[src/hw/rtl/qrs_pkg.sv]
// ----------------------------------------------------------------------------
// qrs_pkg
// Shared types and constants for the quadratic root solver.
// ----------------------------------------------------------------------------
package qrs_pkg;

   localparam int COEF_WIDTH_DEF = 16;
   localparam int ROOT_WIDTH     = 32;
   localparam int FRAC_SHIFT     = 16;

   typedef enum logic [1:0] {
      KIND_NONE   = 2'd0,
      KIND_DOUBLE = 2'd1,
      KIND_TWO    = 2'd2,
      KIND_DEGEN  = 2'd3
   } kind_type;

endpackage

[src/hw/rtl/qrs_disc.sv]
// ----------------------------------------------------------------------------
// qrs_disc
// Two-stage discriminant: products, then b*b - 4ac and classification.
// ----------------------------------------------------------------------------
module qrs_disc #(
   parameter int COEF_WIDTH = qrs_pkg::COEF_WIDTH_DEF
) (
   input  logic                         clock,
   input  logic                         reset,
   input  logic                         in_valid,
   output logic                         in_ready,
   input  logic signed [COEF_WIDTH-1:0] coef_a,
   input  logic signed [COEF_WIDTH-1:0] coef_b,
   input  logic signed [COEF_WIDTH-1:0] coef_c,
   output logic                         out_valid,
   input  logic                         out_ready,
   output qrs_pkg::kind_type            out_kind,
   output logic [2*COEF_WIDTH:0]        out_dmag,
   output logic signed [COEF_WIDTH-1:0] out_a,
   output logic signed [COEF_WIDTH-1:0] out_b
);
   localparam int PW  = 2 * COEF_WIDTH;
   localparam int DXW = 2 * COEF_WIDTH + 3;

   logic [1:0]                   v_ff;
   logic [2:0]                   rdy;
   logic signed [PW-1:0]         bb_ff, ac_ff;
   logic signed [COEF_WIDTH-1:0] a1_ff, b1_ff;
   logic                         azero_ff;
   logic signed [DXW-1:0]        d_in;
   qrs_pkg::kind_type            kind_in, kind_ff;
   logic [PW:0]                  dmag_ff;
   logic signed [COEF_WIDTH-1:0] a2_ff, b2_ff;

   assign rdy[2]   = out_ready;
   assign rdy[1]   = !v_ff[1] || rdy[2];
   assign rdy[0]   = !v_ff[0] || rdy[1];
   assign in_ready = rdy[0];

   assign d_in = DXW'(bb_ff) - (DXW'(ac_ff) <<< 2);

   always_comb begin
      if (azero_ff) begin
         kind_in = qrs_pkg::KIND_DEGEN;
      end else if (d_in < 0) begin
         kind_in = qrs_pkg::KIND_NONE;
      end else if (d_in == '0) begin
         kind_in = qrs_pkg::KIND_DOUBLE;
      end else begin
         kind_in = qrs_pkg::KIND_TWO;
      end
   end

   always_ff @(posedge clock) begin
      if (reset) begin
         v_ff <= '0;
      end else begin
         if (rdy[0]) v_ff[0] <= in_valid;
         if (rdy[1]) v_ff[1] <= v_ff[0];
      end
      if (rdy[0]) begin
         bb_ff    <= coef_b * coef_b;
         ac_ff    <= coef_a * coef_c;
         a1_ff    <= coef_a;
         b1_ff    <= coef_b;
         azero_ff <= (coef_a == '0);
      end
      if (rdy[1]) begin
         kind_ff <= kind_in;
         dmag_ff <= d_in[PW:0];
         a2_ff   <= a1_ff;
         b2_ff   <= b1_ff;
      end
   end

   assign out_valid = v_ff[1];
   assign out_kind  = kind_ff;
   assign out_dmag  = dmag_ff;
   assign out_a     = a2_ff;
   assign out_b     = b2_ff;
endmodule

[config.mk]
export PLATFORM = sky130hd
export DESIGN_NAME = qrs_disc
export DESIGN_NICKNAME = d
export VERILOG_FILES = /design/src/hw/rtl/qrs_pkg.sv /design/src/hw/rtl/qrs_disc.sv
export SDC_FILE = /design/constraint.sdc
export NUM_CORES = 2
export LEC_CHECK = 0
export ABC_AREA = 0
export BUFFER_PORTS_ARGS = -buffer_cell sky130_fd_sc_hd__buf_2
export CELL_PAD_IN_SITES_DETAIL_PLACEMENT = 2
export CELL_PAD_IN_SITES_GLOBAL_PLACEMENT = 2
export CORE_AREA = 3 3 229 253
export CTS_BUF_LIST = sky130_fd_sc_hd__clkbuf_4
export DETAILED_ROUTE_END_ITERATION = 8
export DIE_AREA = 0 0 232 256
export HOLD_SLACK_MARGIN = 0.03
export PLACE_DENSITY = 0.88
export SLEW_MARGIN = 20
export SYNTH_ARGS = -nofsm -noshare
export SYNTH_HDL_FRONTEND = slang
export SYNTH_SLANG_ARGS = --single-unit
[constraint.sdc]
create_clock -name clock -period 16.61 [get_ports clock]
set_input_delay 2.4915 -clock clock [delete_from_list [all_inputs] [get_ports clock]]
set_output_delay 2.4915 -clock clock [all_outputs]
set_load 0.03 [all_outputs]
==> flow_summary.json <==
{
  "setup_tns_ps": 0,
  "cpMostUsedCell": "fa_1",
  "ys_seq_area_frac": 0.1901,
  "syn_avg_cell_area_um2": 10.10,
  "dieArea_um2": 59390,
  "cts-root-buf": "clkbuf_4",
  "num_rows": 91,
  "async_reset_ff_frac": 0,
  "worstSetupStartpointType": "primary input",
  "die_y_um": 256,
  "final_antenna_net_count": 0,
  "endpoint_kind": "flip-flop",
  "synth_edf_count": 160,
  "dpl.hpwl_mm": 71.89,
  "worstHoldEndpoint": "out_a[6]",
  "synth_area_leaders": "fa_1 (39%), edfxtp_1 (19%), ha_1 (10%)",
  "cts.hold.buffers_added": 0,
  "seqCellArea_um2": 4845,
  "antenna_found_initial": 5,
  "syn-num-nets": 3276,
  "syn_to_final_growth_pct": 6.353,
  "hold_path_class": "reg -> reg",
  "drive_above_1_share": 0.06730,
  "wl_mm": 88.10,
  "finalMaxSlewViolations": 0,
  "post_drt_wl_per_cell_um": 26.21,
  "yosys_warnings": 0,
  "multiInputGateArea_um2": 17940,
  "synth_top_area_share": 0.3904,
  "vias": 18600,
  "grtUsageMet2": 0.5744,
  "ctsResizeCount": 0,
  "finalCriticalPeriod_ps": 9345,
  "hp-start": "a1_ff[6]",
  "grt_use_total": 0.3057,
  "io_buffer_count": 119,
  "viasPerCell": 5.535,
  "slew_headroom": 0.2981,
  "grt_use_met3": 0.03963,
  "final_common_cell": "inv_1",
  "nNetsFinal": 3356,
  "status": "finished, final reports clean",
  "clock_sinks": 162,
  "cts_made_buffers": 17,
  "setup_viol": 0,
  "finalHoldViolations": 0,
  "layout_common_cells": "inv_1 (657), fa_1 (497), nand2_1 (237), ha_1 (205)",
  "drt_iter0_drc": 1004,
  "fmax_mhz": 107.0,
  "grt_pass1_vias": 23420,
  "ff2ff_setup_slack_ps": 11320,
  "path_clk_slew_ps": 170,
  "gp_congestion": 0.8712,
  "synth.largest_area_cell": "fa_1",
  "core_um2": 55790,
  "grt_setup_unrepaired": "no",
  "synth-seq-cells": 162,
  "dr.pass1.iters": 5,
  "io_pins": 121,
  "crit_path_max_incr_delay_ps": 980,
  "clock_path_buffers": 2,
  "path_cells": "buf_2 -> inv_1 -> nor2_1 -> fa_1 -> fa_1 -> fa_1 -> fa_1 -> fa_1 -> inv_1 -> fa_1 -> inv_1 -> ha_1 -> inv_1 -> nor4_1 -> a221oi_1 -> nor3_1 -> and2_1 -> o21ai_0 -> a221oi_1",
  "die_w_um": 232,
  "worstHoldPathCells": 0,
  "busiest_layer": "met2",
  "cp_max_fo": 21,
  "fin_skew_ps": 32.85,
  "synthDistinctLibCells": 66,
  "gr-usage-met1": 0.3212,
  "reg2reg_from": "bb_ff[9]",
  "grt_remaining_overflow": 0,
  "clkLatencyLatePin_ps": 770,
  "path_class": "in -> reg",
  "worst_slew_pin_slew_ps": 1026,
  "num-fill-cells": 5835,
  "cap_violations": 0,
  "synthFlopType": "edfxtp_1",
  "r2r_end": "out_kind[1]",
  "r2r_cells": 11,
  "cts_tree": "built",
  "htree_levels": 4,
  "drc": 0,
  "grt_pass1_wl_mm": 135.6,
  "synthesis.area_um2": 25480,
  "start_util": 0.4568,
  "slowest_stage": "fa_1",
  "syn_inst": 2522,
  "postCtsSetupRepairBufs": 0,
  "grt_max_degree": 82,
  "period_share": 0.5626,
  "cp.arrival_ps": 9930,
  "worstPathRequired_ps": 17200
}
## cells in the mapped netlist, types with 8 or more instances
master and instances:
nand2_1 238, clkbuf_1 56, a211oi_1 8, ha_1 205, o211ai_1 9, nor2b_1 9
o21ai_0 44, o21bai_1 13, edfxtp_1 160, inv_1 658, nand2b_1 18, and2_1 160
fa_1 497, a21oi_1 59, nor2_1 89, a31oi_1 9, nand3_1 19, xor2_1 22
and3_1 13, nor3_1 19, a21o_1 27, xnor2_1 80, o21a_1 12
## worst max-delay path, delay by kind of cell
| family | cells | cell delay, ps |
|---|---|---|
| adder cells (fa/ha/maj) | 7 | 4140 |
| AND/OR/NAND/NOR | 4 | 1600 |
| buffers and inverters | 5 | 1150 |
| AO/OA/AOI/OAI | 3 | 530 |
## area by class of cell
cell class	instances	share of cell area
inverters	658	0.09117
repair buffers	121	0.02267
well taps	744	0.03435
clock buffers	17	0.004709
clock inverters	15	0.006094
diodes	2	0.0001847
multi-input cells	1642	0.6621
flip-flops and latches	162	0.1787
## per-layer routing
metal | part of all wire | vias up
met5 | 0.00017 | -
met4 | 0.064 | 2
met3 | 0.039 | 320
met2 | 0.55 | 606
met1 | 0.34 | 9812
li1 | - | 7862
## flip-flops by register name (all words and copies together) (netlist names), 2 cells and up
name / count
out_b: 15
out_a: 16
b1_ff: 15
a1_ff: 16
out_dmag: 32
bb_ff: 31
v_ff: 2
ac_ff: 32
out_kind: 2
## per-stage QoR
step	worst slack [ps]	utilization	instance area [um^2]	instances	hold WS (ps)
3_3_place_gp	7336	0.4804	26800	3327	400.6
5_1_grt	7027	0.4858	27100	3361	453.5
2_1_floorplan	7971	-	25480	2522	400.3
3_5_place_dp	6703	0.4804	26800	3327	405.2
6_report	7265	0.4858	27100	3361	442.2
4_1_cts	7460	0.4856	27090	3359	441.3
## worst max path at each step
| stage | cells past startpoint | start | endpoint | slack, ps |
|---|---|---|---|---|
| 3_3_place_gp | 21 | coef_b[15] | bb_ff[31] | 7340 |
| 6_report | 19 | coef_b[15] | bb_ff[28] | 7270 |
| 5_1_grt | 19 | coef_b[15] | bb_ff[28] | 7030 |
| 4_1_cts | 21 | coef_b[15] | bb_ff[31] | 7460 |
| 2_1_floorplan | 23 | coef_b[1] | bb_ff[31] | 7970 |
| 3_5_place_dp | 19 | coef_b[15] | bb_ff[28] | 6700 |
## cells by family (layout without fill, tap and decap cells)
| logic type | Yosys count | after routing | synth area share |
|---|---|---|---|
| AND/OR/NAND/NOR | 602 | 602 | 0.1153 |
| other | 1 | 3 | 0.0001471 |
| buffers and inverters | 718 | 811 | 0.1060 |
| adder cells (fa/ha/maj) | 702 | 702 | 0.4911 |
| multiplexers | 3 | 3 | 0.001178 |
| XOR/XNOR | 102 | 102 | 0.03505 |
| AO/OA/AOI/OAI | 232 | 232 | 0.06108 |
| flip-flops | 162 | 162 | 0.1901 |
Power is not shown: default switching activity piles up to over one toggle a cycle in this logic, so the estimate is an artifact.
